### src/rtl/fwrlw_pkg.sv
package fwrlw_pkg;

    // Field widths of one transaction
    localparam int ID_W     = 32;
    localparam int PRIO_W   = 8;
    localparam int WAIT_W   = 16;
    localparam int KIND_W   = 2;
    localparam int STATUS_W = 2;
    localparam int OCC_W    = 5;

    // Operation codes
    typedef logic [KIND_W-1:0] kind_t;
    localparam kind_t KIND_PUSH = 2'd0;
    localparam kind_t KIND_POP  = 2'd1;
    localparam kind_t KIND_KILL = 2'd2;

    // Status codes
    typedef logic [STATUS_W-1:0] status_t;
    localparam status_t ST_DONE  = 2'd0;
    localparam status_t ST_EMPTY = 2'd1;
    localparam status_t ST_FULL  = 2'd2;

    // One stored process record
    typedef struct packed {
        logic [ID_W-1:0]   id;
        logic [PRIO_W-1:0] prio;
        logic [WAIT_W-1:0] wtime;
    } rec_t;

    // Result handed from the sequencer to the output register
    typedef struct packed {
        status_t          status;
        rec_t             rec;
        logic [OCC_W-1:0] occupancy;
    } result_t;

    // Sequencer states
    typedef enum logic [1:0] {
        S_IDLE,
        S_SCAN,
        S_SHIFT
    } seq_state_t;

endpackage

### src/rtl/fifo_with_remove_longest_wait_unit.sv
// Channel | Direction | Handshake           | Payload
// input   | in        | in_valid / in_stall | kind, proc_id, prio, wait_time
// output  | out       | out_valid/out_stall | status, out_id, out_prio, out_wait, occupancy
//
// Push, refused push, empty pop or kill and unused kinds finish at the accept edge.
// Pop makes one memory read of the head, then the result is registered.
// Kill scans all n records held through the single read port, then compacts the records
// behind position p when the record at position p is neither head nor tail.
// Reset clears the head pointer and the fill count; the record memory is not cleared.
// One transaction is in flight at a time; a stalled result holds further input off.
module fifo_with_remove_longest_wait_unit
    import fwrlw_pkg::*;
#(
    parameter int DEPTH = 16
)
(
    input  logic              clk,
    input  logic              rst_n,
    input  logic              in_valid,
    output logic              in_stall,
    input  logic [KIND_W-1:0] kind,
    input  logic [ID_W-1:0]   proc_id,
    input  logic [PRIO_W-1:0] prio,
    input  logic [WAIT_W-1:0] wait_time,
    output logic              out_valid,
    input  logic              out_stall,
    output logic [STATUS_W-1:0] status,
    output logic [ID_W-1:0]   out_id,
    output logic [PRIO_W-1:0] out_prio,
    output logic [WAIT_W-1:0] out_wait,
    output logic [OCC_W-1:0]  occupancy
);

    localparam int PTR_W = $clog2(DEPTH);

    logic             start;
    logic             busy;
    logic             seq_done;
    result_t          seq_res;
    rec_t             in_rec;
    logic             mem_wr_en;
    logic [PTR_W-1:0] mem_wr_addr;
    rec_t             mem_wr_data;
    logic             mem_rd_en;
    logic [PTR_W-1:0] mem_rd_addr;
    rec_t             mem_rd_data;
    logic             out_vld_reg, out_vld_next;
    result_t          out_res_reg;

    // Accept when idle and the output register is free or draining
    assign in_stall = busy || (out_vld_reg && out_stall);
    assign start    = in_valid && !in_stall;
    assign in_rec   = '{id: proc_id, prio: prio, wtime: wait_time};

    fwrlw_seq #(
        .DEPTH (DEPTH)
    ) u_seq (
        .clk         (clk),
        .rst_n       (rst_n),
        .start       (start),
        .start_kind  (kind),
        .start_rec   (in_rec),
        .busy        (busy),
        .done        (seq_done),
        .res         (seq_res),
        .mem_wr_en   (mem_wr_en),
        .mem_wr_addr (mem_wr_addr),
        .mem_wr_data (mem_wr_data),
        .mem_rd_en   (mem_rd_en),
        .mem_rd_addr (mem_rd_addr),
        .mem_rd_data (mem_rd_data)
    );

    fwrlw_mem #(
        .DEPTH (DEPTH)
    ) u_mem (
        .clk     (clk),
        .wr_en   (mem_wr_en),
        .wr_addr (mem_wr_addr),
        .wr_data (mem_wr_data),
        .rd_en   (mem_rd_en),
        .rd_addr (mem_rd_addr),
        .rd_data (mem_rd_data)
    );

    // Hold the result until taken
    always_comb
    begin
        out_vld_next = out_vld_reg;
        if (seq_done)
        begin
            out_vld_next = 1'b1;
        end
        else if (!out_stall)
        begin
            out_vld_next = 1'b0;
        end
    end

    always_ff @(posedge clk or negedge rst_n)
    begin
        if (!rst_n)
        begin
            out_vld_reg <= 1'b0;
        end
        else
        begin
            out_vld_reg <= out_vld_next;
        end
    end

    always_ff @(posedge clk)
    begin
        if (seq_done)
        begin
            out_res_reg <= seq_res;
        end
    end

    assign out_valid = out_vld_reg;
    assign status    = out_res_reg.status;
    assign out_id    = out_res_reg.rec.id;
    assign out_prio  = out_res_reg.rec.prio;
    assign out_wait  = out_res_reg.rec.wtime;
    assign occupancy = out_res_reg.occupancy;

    // An accepted transaction is either in progress or waiting at the output
    a_accept_tracked: assert property (@(posedge clk) disable iff (!rst_n)
        start |=> (busy || out_vld_reg))
        else $error("accepted transaction lost");

    // Only a removal carries record fields
    a_no_rec_on_fail: assert property (@(posedge clk) disable iff (!rst_n)
        (out_valid && status != ST_DONE) |-> (out_id == '0 && out_prio == '0 && out_wait == '0))
        else $error("record fields set on failed operation");

    // Empty status reports an empty queue
    a_empty_occ: assert property (@(posedge clk) disable iff (!rst_n)
        (out_valid && status == ST_EMPTY) |-> (occupancy == '0))
        else $error("empty status with records held");

    // Occupancy stays within the depth
    a_occ_bound: assert property (@(posedge clk) disable iff (!rst_n)
        out_valid |-> (DEPTH > 31 || 32'(occupancy) <= 32'(DEPTH)))
        else $error("occupancy above depth");

    // No new transaction enters while the sequencer works
    a_no_start_busy: assert property (@(posedge clk) disable iff (!rst_n)
        busy |-> !start)
        else $error("transaction accepted while busy");

endmodule

### src/rtl/fwrlw_mem.sv
module fwrlw_mem
    import fwrlw_pkg::*;
#(
    parameter int DEPTH = 16,
    localparam int AW = $clog2(DEPTH)
)
(
    input  logic          clk,
    input  logic          wr_en,
    input  logic [AW-1:0] wr_addr,
    input  rec_t          wr_data,
    input  logic          rd_en,
    input  logic [AW-1:0] rd_addr,
    output rec_t          rd_data
);

    rec_t mem [DEPTH];
    rec_t rd_data_reg;

    // Write port
    always_ff @(posedge clk)
    begin
        if (wr_en)
        begin
            mem[wr_addr] <= wr_data;
        end
    end

    // Registered read port
    always_ff @(posedge clk)
    begin
        if (rd_en)
        begin
            rd_data_reg <= mem[rd_addr];
        end
    end

    assign rd_data = rd_data_reg;

endmodule

### src/rtl/fwrlw_seq.sv
module fwrlw_seq
    import fwrlw_pkg::*;
#(
    parameter int DEPTH = 16,
    localparam int PTR_W = $clog2(DEPTH),
    localparam int CNT_W = $clog2(DEPTH + 1)
)
(
    input  logic             clk,
    input  logic             rst_n,
    input  logic             start,
    input  kind_t            start_kind,
    input  rec_t             start_rec,
    output logic             busy,
    output logic             done,
    output result_t          res,
    output logic             mem_wr_en,
    output logic [PTR_W-1:0] mem_wr_addr,
    output rec_t             mem_wr_data,
    output logic             mem_rd_en,
    output logic [PTR_W-1:0] mem_rd_addr,
    input  rec_t             mem_rd_data
);

    seq_state_t       state_reg, state_next;
    logic [PTR_W-1:0] head_reg, head_next;
    logic [CNT_W-1:0] count_reg, count_next;
    logic [CNT_W-1:0] lim_reg, lim_next;
    logic [CNT_W-1:0] rd_idx_reg, rd_idx_next;
    logic             cmp_vld_reg, cmp_vld_next;
    logic [PTR_W-1:0] cmp_idx_reg, cmp_idx_next;
    logic [PTR_W-1:0] best_pos_reg, best_pos_next;
    rec_t             best_rec_reg, best_rec_next;
    status_t          res_status;
    rec_t             res_rec;
    logic [CNT_W+OCC_W-1:0] occ_ext;

    // Map a queue position to a memory address, wrapping at DEPTH
    function automatic logic [PTR_W-1:0] phys(input logic [PTR_W-1:0] base,
                                              input logic [PTR_W-1:0] lidx);
        logic [PTR_W:0] sum;
        sum = {1'b0, base} + {1'b0, lidx};
        if (sum >= (PTR_W+1)'(DEPTH))
        begin
            sum = sum - (PTR_W+1)'(DEPTH);
        end
        return sum[PTR_W-1:0];
    endfunction

    // Control registers
    always_ff @(posedge clk or negedge rst_n)
    begin
        if (!rst_n)
        begin
            state_reg   <= S_IDLE;
            head_reg    <= '0;
            count_reg   <= '0;
            rd_idx_reg  <= '0;
            cmp_vld_reg <= 1'b0;
        end
        else
        begin
            state_reg   <= state_next;
            head_reg    <= head_next;
            count_reg   <= count_next;
            rd_idx_reg  <= rd_idx_next;
            cmp_vld_reg <= cmp_vld_next;
        end
    end

    // Scan and shift bookkeeping
    always_ff @(posedge clk)
    begin
        lim_reg      <= lim_next;
        cmp_idx_reg  <= cmp_idx_next;
        best_pos_reg <= best_pos_next;
        best_rec_reg <= best_rec_next;
    end

    // Next state, memory accesses and result
    always_comb
    begin
        state_next    = state_reg;
        head_next     = head_reg;
        count_next    = count_reg;
        lim_next      = lim_reg;
        rd_idx_next   = rd_idx_reg;
        cmp_vld_next  = 1'b0;
        cmp_idx_next  = cmp_idx_reg;
        best_pos_next = best_pos_reg;
        best_rec_next = best_rec_reg;
        mem_wr_en     = 1'b0;
        mem_wr_addr   = phys(head_reg, count_reg[PTR_W-1:0]);
        mem_wr_data   = start_rec;
        mem_rd_en     = 1'b0;
        mem_rd_addr   = phys(head_reg, rd_idx_reg[PTR_W-1:0]);
        done          = 1'b0;
        res_status    = ST_DONE;
        res_rec       = '0;

        unique case (state_reg)
            S_IDLE:
            begin
                if (start)
                begin
                    unique case (start_kind)
                        KIND_PUSH:
                        begin
                            done = 1'b1;
                            if (count_reg >= CNT_W'(DEPTH))
                            begin
                                res_status = ST_FULL;
                            end
                            else
                            begin
                                // Append at the tail
                                mem_wr_en  = 1'b1;
                                count_next = count_reg + CNT_W'(1);
                            end
                        end
                        KIND_POP, KIND_KILL:
                        begin
                            if (count_reg == '0)
                            begin
                                done       = 1'b1;
                                res_status = ST_EMPTY;
                            end
                            else
                            begin
                                // Pop scans the head only, kill scans all records
                                state_next  = S_SCAN;
                                lim_next    = (start_kind == KIND_POP) ? CNT_W'(1) : count_reg;
                                rd_idx_next = '0;
                            end
                        end
                        default:
                        begin
                            done = 1'b1;
                        end
                    endcase
                end
            end

            S_SCAN:
            begin
                // Issue the next read
                if (rd_idx_reg < lim_reg)
                begin
                    mem_rd_en    = 1'b1;
                    rd_idx_next  = rd_idx_reg + CNT_W'(1);
                    cmp_vld_next = 1'b1;
                    cmp_idx_next = rd_idx_reg[PTR_W-1:0];
                end
                // Compare the returned record; earliest wins a tie
                if (cmp_vld_reg)
                begin
                    if (cmp_idx_reg == '0 || mem_rd_data.wtime > best_rec_reg.wtime)
                    begin
                        best_rec_next = mem_rd_data;
                        best_pos_next = cmp_idx_reg;
                    end
                    if (CNT_W'(cmp_idx_reg) + CNT_W'(1) == lim_reg)
                    begin
                        cmp_vld_next = 1'b0;
                        res_rec      = best_rec_next;
                        if (best_pos_next == '0)
                        begin
                            // Drop the head by advancing it
                            head_next  = phys(head_reg, PTR_W'(1));
                            count_next = count_reg - CNT_W'(1);
                            done       = 1'b1;
                            state_next = S_IDLE;
                        end
                        else if (CNT_W'(best_pos_next) + CNT_W'(1) == count_reg)
                        begin
                            // Drop the tail record
                            count_next = count_reg - CNT_W'(1);
                            done       = 1'b1;
                            state_next = S_IDLE;
                        end
                        else
                        begin
                            state_next  = S_SHIFT;
                            rd_idx_next = CNT_W'(best_pos_next) + CNT_W'(1);
                        end
                    end
                end
            end

            S_SHIFT:
            begin
                // Read the record behind the gap
                if (rd_idx_reg < count_reg)
                begin
                    mem_rd_en    = 1'b1;
                    rd_idx_next  = rd_idx_reg + CNT_W'(1);
                    cmp_vld_next = 1'b1;
                    cmp_idx_next = rd_idx_reg[PTR_W-1:0] - PTR_W'(1);
                end
                // Move it one place toward the head
                if (cmp_vld_reg)
                begin
                    mem_wr_en   = 1'b1;
                    mem_wr_addr = phys(head_reg, cmp_idx_reg);
                    mem_wr_data = mem_rd_data;
                    if (CNT_W'(cmp_idx_reg) + CNT_W'(2) == count_reg)
                    begin
                        cmp_vld_next = 1'b0;
                        count_next   = count_reg - CNT_W'(1);
                        done         = 1'b1;
                        res_rec      = best_rec_reg;
                        state_next   = S_IDLE;
                    end
                end
            end

            default:
            begin
                state_next = S_IDLE;
            end
        endcase
    end

    assign occ_ext = (CNT_W+OCC_W)'(count_next);
    assign res     = '{status: res_status, rec: res_rec, occupancy: occ_ext[OCC_W-1:0]};
    assign busy    = (state_reg != S_IDLE);

endmodule

### config.mk
export PLATFORM = sky130hd
export DESIGN_NAME = fifo_with_remove_longest_wait_unit
export DESIGN_NICKNAME = d
export VERILOG_FILES = /design/src/rtl/fwrlw_pkg.sv /design/src/rtl/fifo_with_remove_longest_wait_unit.sv /design/src/rtl/fwrlw_mem.sv /design/src/rtl/fwrlw_seq.sv
export SDC_FILE = /design/constraint.sdc
export NUM_CORES = 1
export LEC_CHECK = 0
export BUFFER_PORTS_ARGS = -buffer_cell sky130_fd_sc_hd__buf_2
export CAP_MARGIN = 15
export CORE_ASPECT_RATIO = 1.4
export CORE_UTILIZATION = 61
export CTS_CLUSTER_SIZE = 12
export DETAILED_ROUTE_END_ITERATION = 8
export PLACE_DENSITY_LB_ADDON = 0.1
export SLEW_MARGIN = 15
export SYNTH_ARGS = -nofsm -noshare
export SYNTH_HDL_FRONTEND = slang
export SYNTH_SLANG_ARGS = --single-unit
### constraint.sdc
create_clock -name clk -period 9.7 [get_ports clk]
set_clock_uncertainty 0.1 [all_clocks]
set_input_delay 1.94 -clock clk [delete_from_list [all_inputs] [get_ports clk]]
set_output_delay 1.94 -clock clk [all_outputs]
set_load 0.02 [all_outputs]
======== Word level (Yosys, flattened, before mapping) ========
Memory sizes are Yosys's and may differ from the RTL's. A register that Yosys moved wholly into a read port is not among the register bits.
Cells that the tools add are included.
operators by class
  add/subtract/negate cells ............... 15
  magnitude comparators ................... 8
  eq/ne operators ......................... 17
  multiplexer cells ....................... 80
  bitwise operators ....................... 1
  reduce and logical (&&, ||, !) cells .... 21
operator list
  operator                                                   count
  2-to-1 mux 56 bit                                          7
  case mux 56 bit (2 select lines)                           1
  2-to-1 mux 5 bit                                           18
  2-to-1 mux 4 bit                                           11
  case mux 5 bit (3 select lines)                            2
  greater-or-equal comparator 5 bit (second input constant)  5
  2-to-1 mux 1 bit                                           24
  2-to-1 mux 2 bit                                           10
  subtractor 4 x 1 -> 4 bit (second input constant)          5
  greater-than comparator 16 bit                             1
  adder 4 x 1 -> 5 bit (second input constant)               3
  adder 4 x 4 -> 5 bit                                       3
  equality test 5 bit                                        3
  != test 2 x 1 -> 1 bit (second input constant)             7
  adder 5 x 1 -> 5 bit (second input constant)               2
  < comparator 5 bit                                         2
  zero test 4 bit                                            2
  case mux 4 bit (2 select lines)                            1
  AND reduction 4 bit                                        2
  AND reduction 7 bit                                        1
  != test 2 bit (second input constant)                      3
  case mux 1 bit (2 select lines)                            3
  case mux 2 bit (3 select lines)                            1
  adder 4 x 2 -> 5 bit (second input constant)               1
  other kinds (17)                                           24
word-level totals
  bits in registers ....................... 150
  memory bits (writable) .................. 896
  bits of input ports ..................... 62
  output and inout port bits .............. 65
  logic and storage cells ................. 160
  memories kept ........................... 1
memories
  name       words  width  rd ports  clocked after memory_dff  wr ports  line             source
  u_mem.mem  16     56     1         1                         1         fwrlw_mem.sv:17  rec_t mem [DEPTH];

======== Depth between registers and ports, before layout ========
Gate-level depths: netlist of the first run.
  depth after elaboration ................. 13
  depth in mapped cells ................... 19
  depth with buffers taken out ............ 17

======== Cells and area by module ========
Synthesis of the first run repeated with hierarchy kept, for this count alone.
second synthesis, totals
  cell total of the unflattened synthesis .. 2254
  area, all modules ....................... 44516.4 um^2
by module, submodules not included
  module                              times used  cells each  area an instance (um^2)  sequential area each (um^2)
  fwrlw_mem                           1           1445        35238.8                  28587.4
  fwrlw_seq                           1           741         7334.5                   2497.4
  fifo_with_remove_longest_wait_unit  1           68          1943.1                   1916.8

======== Least setup slack after synthesis of the first run ========
OpenSTA, ideal clock, no wires.
  path kind ............................... register -> register
  start ................................... register, netlist name u_mem.rd_data[15]
  end ..................................... register out_res_reg (netlist bit occupancy[0]) (enable)
  setup time .............................. 0.524 ns
  data arrival time ....................... 7.428 ns
  required time ........................... 9.076 ns
  slack ................................... 1.649 ns
  cell stages (with the launch flop) ...... 18
  buffers on the path ..................... 2
  period minus slack after synthesis ...... 8.051 ns
  path through ............................ edfxtp_1 -> ha_1 -> nand4_2 -> or4_4 -> nor2_4 -> a31oi_1 -> buf_6 -> nor2_1 -> buf_2 -> mux2_2 -> ha_1 -> xnor2_1 -> nand2_1 -> a221oi_1 -> and4_1 -> o22ai_2 -> o31a_1 -> a31oi_1
between the ends
  word-level cells in the longest chain between the ends .. 12
  elaborated cells on any way between the ends .. 13
  classes of those cells .................. 1 x add/sub; 1 x order compare; 1 x eq/ne; 8 x mux; 2 x reduce/logical
ends and longest elaborated chain
  element                              line                                       source
  greater-than comparator 16 bit (*)   fwrlw_seq.sv:157                           if (cmp_idx_reg == '0 || mem_rd_data.wtime > best_rec_reg.wtime)
  logical OR 1 bit (*)                 fwrlw_seq.sv:157
  2-to-1 mux 4 bit (*)                 fwrlw_seq.sv:157
  2-to-1 mux 4 bit (*)                 fwrlw_seq.sv:155                           if (cmp_vld_reg)
  2-to-1 mux 4 bit (*)                 fwrlw_seq.sv:101                           unique case (state_reg)
  adder 4 x 1 -> 5 bit                 fwrlw_seq.sv:174                           else if (CNT_W'(best_pos_next) + CNT_W'(1) == count_reg)
  equality test 5 bit                  fwrlw_seq.sv:174
  2-to-1 mux 1 bit                     fwrlw_seq.sv:174
  2-to-1 mux 1 bit (*)                 fwrlw_seq.sv:166                           if (best_pos_next == '0)
  2-to-1 mux 1 bit (*)                 fwrlw_seq.sv:162                           if (CNT_W'(cmp_idx_reg) + CNT_W'(1) == lim_reg)
  2-to-1 mux 1 bit (*)                 fwrlw_seq.sv:155
  case mux 1 bit (3 select lines) (*)  fwrlw_seq.sv:101
  end signal: assignment               fifo_with_remove_longest_wait_unit.sv:116  out_res_reg <= seq_res;
  end: declaration                     fifo_with_remove_longest_wait_unit.sv:48   result_t out_res_reg;
Every way passes the cells marked *; elsewhere a longest branch is shown, timed or not. The select of a mux whose other input is x is not followed.
A chain may end at the register's enable or synchronous reset.

======== Final worst setup path of the first run ========
  start ................................... register, netlist name u_mem.rd_data[15]
  end ..................................... register out_res_reg (netlist bit out_id[18]) (enable)
between the ends
  word-level cells in the longest chain between the ends .. 12
  elaborated cells on any way between the ends .. 13
  classes of those cells .................. 1 x add/sub; 1 x order compare; 1 x eq/ne; 8 x mux; 2 x reduce/logical
ends and longest elaborated chain
  element                              line
  greater-than comparator 16 bit (*)   fwrlw_seq.sv:157
  logical OR 1 bit (*)                 fwrlw_seq.sv:157
  2-to-1 mux 4 bit (*)                 fwrlw_seq.sv:157
  2-to-1 mux 4 bit (*)                 fwrlw_seq.sv:155
  2-to-1 mux 4 bit (*)                 fwrlw_seq.sv:101
  adder 4 x 1 -> 5 bit                 fwrlw_seq.sv:174
  equality test 5 bit                  fwrlw_seq.sv:174
  2-to-1 mux 1 bit                     fwrlw_seq.sv:174
  2-to-1 mux 1 bit (*)                 fwrlw_seq.sv:166
  2-to-1 mux 1 bit (*)                 fwrlw_seq.sv:162
  2-to-1 mux 1 bit (*)                 fwrlw_seq.sv:155
  case mux 1 bit (3 select lines) (*)  fwrlw_seq.sv:101
Marked as above.

==> results of run 1 <==
cell usage after synthesis (5+ instances only):
master | instances | area share [%]
a211oi_1 | 58 | 0.96
a21o_1 | 11 | 0.18
a21oi_1 | 20 | 0.22
a31oi_1 | 63 | 0.87
a32o_1 | 56 | 1.2
and2_0 | 5 | 0.069
and2_1 | 109 | 1.5
and3_1 | 5 | 0.069
buf_1 | 33 | 0.27
clkbuf_1 | 100 | 0.83
dfrtp_1 | 18 | 1.0
edfxtp_1 | 1084 | 72
ha_1 | 50 | 1.4
inv_1 | 44 | 0.37
mux2_2 | 112 | 2.8
mux2i_1 | 6 | 0.13
mux4_2 | 224 | 11
nand2_1 | 157 | 1.3
nand3_1 | 17 | 0.19
nand4_1 | 7 | 0.097
nor2_1 | 35 | 0.29
nor3_1 | 8 | 0.089
nor3b_1 | 5 | 0.083
nor4_1 | 6 | 0.083
o21a_1 | 5 | 0.083
o21ai_0 | 24 | 0.27
o31ai_1 | 5 | 0.083
xnor2_1 | 27 | 0.52
xor2_1 | 12 | 0.23
logic make-up after synthesis:
family	count (synthesis)	share of synthesized area, %
compound gates	287	4.85
buf+inv	184	1.56
fa+ha+maj	53	1.52
flops	1102	73.0
simple gates	380	4.23
xor+xnor	39	0.756
mux	342	14.1
area by class of cell:
class                           instances  area (µm²)
Sequential cell                      1102       33000
Inverter                               45         169
Clock inverter                         17         125
Clock buffer                          126        2740
Antenna cell                            2        5.00
Tap cell                              952        1190
Timing Repair Buffer                  162         926
Fill cell                            4623       23200
Multi-Input combinational cell       1101       11700
worst max-delay path: cells and delay by family (launching register included):
kind	cells	cell delay [ps]
AND/OR/NAND/NOR	5	1240
XOR/XNOR	1	180
flip-flops	1	410
buffers and inverters	1	760
multiplexers	1	320
AO/OA/AOI/OAI	6	2070
adder cells (fa/ha/maj)	2	700
power by group:
| part | leakage, nW | internal, W | switching [W] |
|---|---|---|---|
| Clock | 1.40 | 0.00197 | 0.00165 |
| Combinational | 4.80 | 0.00104 | 0.00142 |
| Sequential | 10.0 | 0.00559 | 0.000128 |
per-layer routing:
| layer | GRT usage [%] | vias up | routed length (µm) |
|---|---|---|---|
| met4 | 10.7 | 2 | 3110 |
| li1 | - | 9930 | - |
| met2 | 47.1 | 1024 | 52100 |
| met3 | 3.16 | 188 | 6800 |
| met5 | 0 | - | 8 |
| met1 | 38.2 | 12500 | 40200 |
worst paths after layout:
check	end	depth (start not counted)
max	out_id[18]	16
min	out_valid	1
max reg2reg	out_id[18]	16
min reg2reg	out_valid	1
max in group asynchronous	u_seq.head_reg[2]	1
min in group asynchronous	out_valid	1
metrics by stage:
step | total power, W | instance area (µm²)
2_1_floorplan | 0.00762 | 45200
3_3_place_gp | 0.00823 | 47000
3_5_place_dp | 0.00828 | 47000
4_1_cts | 0.0119 | 49900
5_1_grt | 0.0122 | 49900
6_report | 0.0118 | 49900
cells in the final DEF, fill, tap and decap left out, types with 11 or more instances in the layout:
master     count
mux2_2       112
nand2_1      156
and2_1       108
a211oi_1      58
ha_1          48
a21oi_1       20
buf_4         34
nor2_1        18
edfxtp_1    1084
o21ai_0       24
inv_1         44
mux4_2       224
dfrtp_1       18
a31oi_1       62
a21o_1        11
nand3_1       17
xnor2_1       25
nor2_4        18
a32o_1        56
xor2_1        11
clkbuf_16    106
clkbuf_1      19
buf_2        126
==> flow_metrics.env, run 1 <==
export IMPL_outcome="complete, no violations"
export IMPL_grt_max_degree=109
export IMPL_async_flop_share_pct=1.63
export IMPL_die_area_mm2=0.0752
export IMPL_rr_startpoint="u_mem.rd_data[15]"
export IMPL_clock_sinks=1102
export IMPL_dp_hpwl_um=53200
export IMPL_ctsResizeCount=0
export IMPL_clock_latency_ps=680
export IMPL_post_cts_buffers=0
export IMPL_powerDensity_mw_per_mm2=236
export IMPL_cts_tree="yes"
export IMPL_worst_pin_slew_ps=1090
export IMPL_clk_path_buf_depth=3
export IMPL_critPathRequiredTime_ps=9880
export IMPL_synth_ff_type="edfxtp_1"
export IMPL_h_tree_depth=3
export IMPL_start_util_pct=61.9
export IMPL_synth_nets=2502
export IMPL_hold_slack_ps=404
export IMPL_place_congestion=0.853
export IMPL_cp_slowest_cell="a31oi_1"
export IMPL_maxCapViolCount=0
export IMPL_ys_ff_latch=1102
export IMPL_cp_end_kind="flop"
export IMPL_crit_type="flop to flop"
export IMPL_core_area_mm2=0.0730
export IMPL_drive_gt1_share_pct=25.8
export IMPL_hold_buffers=0
export IMPL_ioPinCount=127
export IMPL_yosys_warnings=0
export IMPL_hp_class="flop to flop"
export IMPL_critPathLaunch="u_mem.rd_data[15]"
export IMPL_cts_root_buffer="clkbuf_16"
export IMPL_cts_buffers=105
export IMPL_ir_drop_mv=0.208
export IMPL_instances_no_fill=3507
export IMPL_area_growth_pct=10.3
export IMPL_drc_errors=0
export IMPL_totalNegativeSetupSlack_ps=0
export IMPL_max_freq_mhz=161
export IMPL_track_usage_pct=28.1
export IMPL_synth_cell_types=72
export IMPL_slew_viol_final=0
export IMPL_num_nets_final=2632
export IMPL_ant_nets=0
export IMPL_finalWorstSetupSlack_ps=3480
export IMPL_place_ws_ps=3530
export IMPL_die_w_um=232
export IMPL_die_y_um=324
export IMPL_grt_overflow=0
export IMPL_leakagePower_nw=16.2
export IMPL_final_util_pct=68.3
export IMPL_syn_area_per_cell_um2=18.9
export IMPL_critPathArrivalTime_ps=6400
export IMPL_vias=23600
export IMPL_synth_edf_count=1084
export IMPL_setup_viol=0
export IMPL_dp_cells=3362
export IMPL_largest_reg_flops=896
export IMPL_avgViaCountPerCell=6.73
export IMPL_drt_wirelength_per_cell_um=29.1
export IMPL_drt_iter0_drc=2300
export IMPL_slew_headroom_pct=26.9
export IMPL_hold_start="out_valid"
export IMPL_first_global_vias=24600
export IMPL_rsz0062_at_grt="false"
export IMPL_cp_max_fo=64
export IMPL_grt_pass1_wl_um=154000
export IMPL_hold_viol=0
export IMPL_cts_clk_slew_worst_paths_ps=60
export IMPL_synth_area_mm2=0.0452
export IMPL_rrSetupSlack_ps=3480
export IMPL_fin_crit_sh_pct=64.2
export IMPL_fp_row_count=117
export IMPL_crit_top_cell="ha_1"
export IMPL_port_buffers=126
export IMPL_finalCriticalPeriod_ps=6220
export IMPL_drt_wl_total_um=102000
export IMPL_yosysSeqAreaShare_pct=73.0
export IMPL_syn_inst=2387
export IMPL_worstSetupStartpointType="flop"
export IMPL_first_pass_iters=7
export IMPL_slowest_delay_ps=870
export IMPL_cp_cell_sequence="ha_1 -> nand4_2 -> nor4_1 -> o21ai_1 -> a31oi_1 -> nor2_4 -> mux2_2 -> ha_1 -> xnor2_1 -> nand2_1 -> a221oi_1 -> and4_1 -> o22ai_2 -> o31a_1 -> a31oi_4 -> buf_4"
export IMPL_antenna_found_initial=3
No activity file was read; power rests on OpenSTA's default activity.
==> run 2, diff against run 1 <==
- clock period: 9.7 -> 5.8 ns (I/O delays scaled with it)
==> run 2 against run 1 <==
  * Register-to-register slack lost 2800 ps
  * Combinational power is 70% higher
  * Sequential power up 67%
  * Sequential cell count is the same
  * Total power rose by 68%
  * Clock power increased by 68%
  * Non-clock buffer count rose by 27
  * Via count barely moved
  * Wire length is 0.89% higher
  * Fmax increased by 21%
  * Cell count up 0.71%
  * Critical path type unchanged
==> flow_metrics.env, run 2 (synthesis gave the netlist of run 1 again) <==
export IMPL_outcome="complete, no violations"
export IMPL_groute_layer_met1_usage_pct=36.5
export IMPL_power_switching_w=0.00536
export IMPL_totalNegativeSetupSlack_ps=0
export IMPL_slew_headroom_pct=20.5
export IMPL_grt_use_met2_pct=48.6
export IMPL_critPathRequiredTime_ps=6050
export IMPL_p_int_w=0.0145
export IMPL_worstSetupStartpointType="flop"
export IMPL_n_antenna_cell=0
export IMPL_fp_row_count=117
export IMPL_finalCriticalPeriod_ps=5140
export IMPL_largest_reg_flops=896
export IMPL_mostFrequentLayoutCell="edfxtp_1"
export IMPL_cp_max_fo=22
export IMPL_drt_iter0_drc=2168
export IMPL_die_w_um=232
export IMPL_dp_hpwl_um=57300
export IMPL_avgViaCountPerCell=6.69
export IMPL_antenna_found_initial=3
export IMPL_core_area_mm2=0.0730
export IMPL_start_util_pct=61.9
export IMPL_drive_gt1_share_pct=26.7
export IMPL_clock_sinks=1102
export IMPL_max_freq_mhz=194
export IMPL_rrSetupSlack_ps=660
export IMPL_hp_class="input port to async pin"
export IMPL_place_ws_ps=743
export IMPL_clk_path_buf_depth=3
export IMPL_ff2ff_path_depth=17
export IMPL_ioPinCount=127
export IMPL_vias=23600
export IMPL_cts_clk_slew_worst_paths_ps=60
export IMPL_finalPower_w=0.0198
export IMPL_fin_crit_sh_pct=88.7
export IMPL_p_seq_share_pct=48.2
export IMPL_leakagePower_nw=16.5
export IMPL_port_buffers=126
export IMPL_post_cts_buffers=0
export IMPL_setup_viol=0
export IMPL_maxCapViolCount=0
export IMPL_critical_path_endpoint="out_id[29]"
export IMPL_critPathLaunch="u_mem.rd_data[15]"
export IMPL_cts_buffers=105
export IMPL_drt_wirelength_per_cell_um=29.2
export IMPL_rr_endpoint="out_id[29]"
export IMPL_critPathArrivalTime_ps=5390
export IMPL_grt_overflow=0
export IMPL_met3_usage_pct=4.19
export IMPL_grt_busiest_layer="met2"
export IMPL_ir_drop_mv=0.305
export IMPL_cts_tree="yes"
export IMPL_powerDensity_mw_per_mm2=394
export IMPL_die_y_um=324
export IMPL_hold_buffers=0
export IMPL_area_growth_pct=11.5
export IMPL_fillers=4627
export IMPL_worst_pin_slew_ps=1190
export IMPL_power_frac_clock_pct=30.7
export IMPL_combPwrFrac_pct=21.1
export IMPL_hold_viol=0
export IMPL_final_area_mm2=0.0504
export IMPL_drt_wl_total_um=103000
export IMPL_grt_pass1_wl_um=153000
export IMPL_slew_viol_final=0
export IMPL_ctsResizeCount=0
export IMPL_ant_nets=0
export IMPL_first_pass_iters=7
export IMPL_h_tree_depth=3
export IMPL_cp_end_kind="flop"
export IMPL_finalWorstSetupSlack_ps=658
export IMPL_track_usage_pct=28.2
export IMPL_num_nets_final=2659
export IMPL_final_cell_mix="1084 x edfxtp_1, 224 x mux4_2, 156 x nand2_1"
export IMPL_rsz0062_at_grt="false"
export IMPL_crit_type="flop to flop"
export IMPL_drc_errors=0
export IMPL_place_congestion=0.850
export IMPL_grt_max_degree=113
export IMPL_die_area_mm2=0.0752
export IMPL_placed_area_mm2=0.0475
export IMPL_first_global_vias=24600
export IMPL_cts_root_buffer="clkbuf_16"
export IMPL_clock_latency_ps=680
export IMPL_sw_frac_of_total_pct=27.0
export IMPL_rr_startpoint="u_mem.rd_data[15]"
[run 2: power by group through the flow]
stage	clock (W)	sequential, W	combinational [W]
floorplan	0	0.00974	0.00300
global placement	0	0.00970	0.00414
detailed placement	0	0.00971	0.00421
CTS	0.00618	0.00955	0.00423
global route	0.00644	0.00958	0.00452
finish	0.00609	0.00955	0.00419
[run 2: layout make-up]
class / instances / area, µm² / share of cell area [%]
Tap cell: 952 / 1190 / 2.36
Timing Repair Buffer: 189 / 1430 / 2.83
Clock buffer: 124 / 2740 / 5.44
Clock inverter: 19 / 155 / 0.308
Inverter: 45 / 169 / 0.335
Sequential cell: 1102 / 33000 / 65.5
Multi-Input combinational cell: 1101 / 11700 / 23.3
[run 2: worst max-delay path, stage by stage, from the launching register on]
cell and delay (ps):
edfxtp_1 410, ha_1 350, nand4_2 210, nor4_1 560, o21ai_1 200, a31oi_1 200, buf_4 210, nor2_4 40
mux2_2 300, ha_1 340, xnor2_1 190, nand2_1 80, a221oi_1 220, and4_1 240, o22ai_2 160, o31a_1 380
a31oi_4 230, buf_4 340
[run 2: worst min path at each step]
stage,from,endpoint,slack [ps]
after detailed placement,out_valid,out_valid,390
after global placement,out_valid,out_valid,380
after global routing,rst_n,out_valid,350
after floorplan,u_seq.head_reg[2],u_seq.head_reg[2],410
final,rst_n,out_valid,330
after CTS,rst_n,out_valid,320
[run 2: through the flow]
step / cells / util (%) / hold WS, ps
2_1_floorplan: 2387 / - / 414
3_5_place_dp: 3389 / 65.0 / 391
6_report: 3532 / 69.0 / 330
4_1_cts: 3532 / 69.0 / 316
5_1_grt: 3532 / 69.0 / 348
3_3_place_gp: 3389 / 65.0 / 376
[run 2: layer usage]
layer  wire, µm  part of all wire, %
met1      38900                   38
met2      53800                   52
met3       7180                  7.0
met5         13                0.013
met4       3220                  3.1
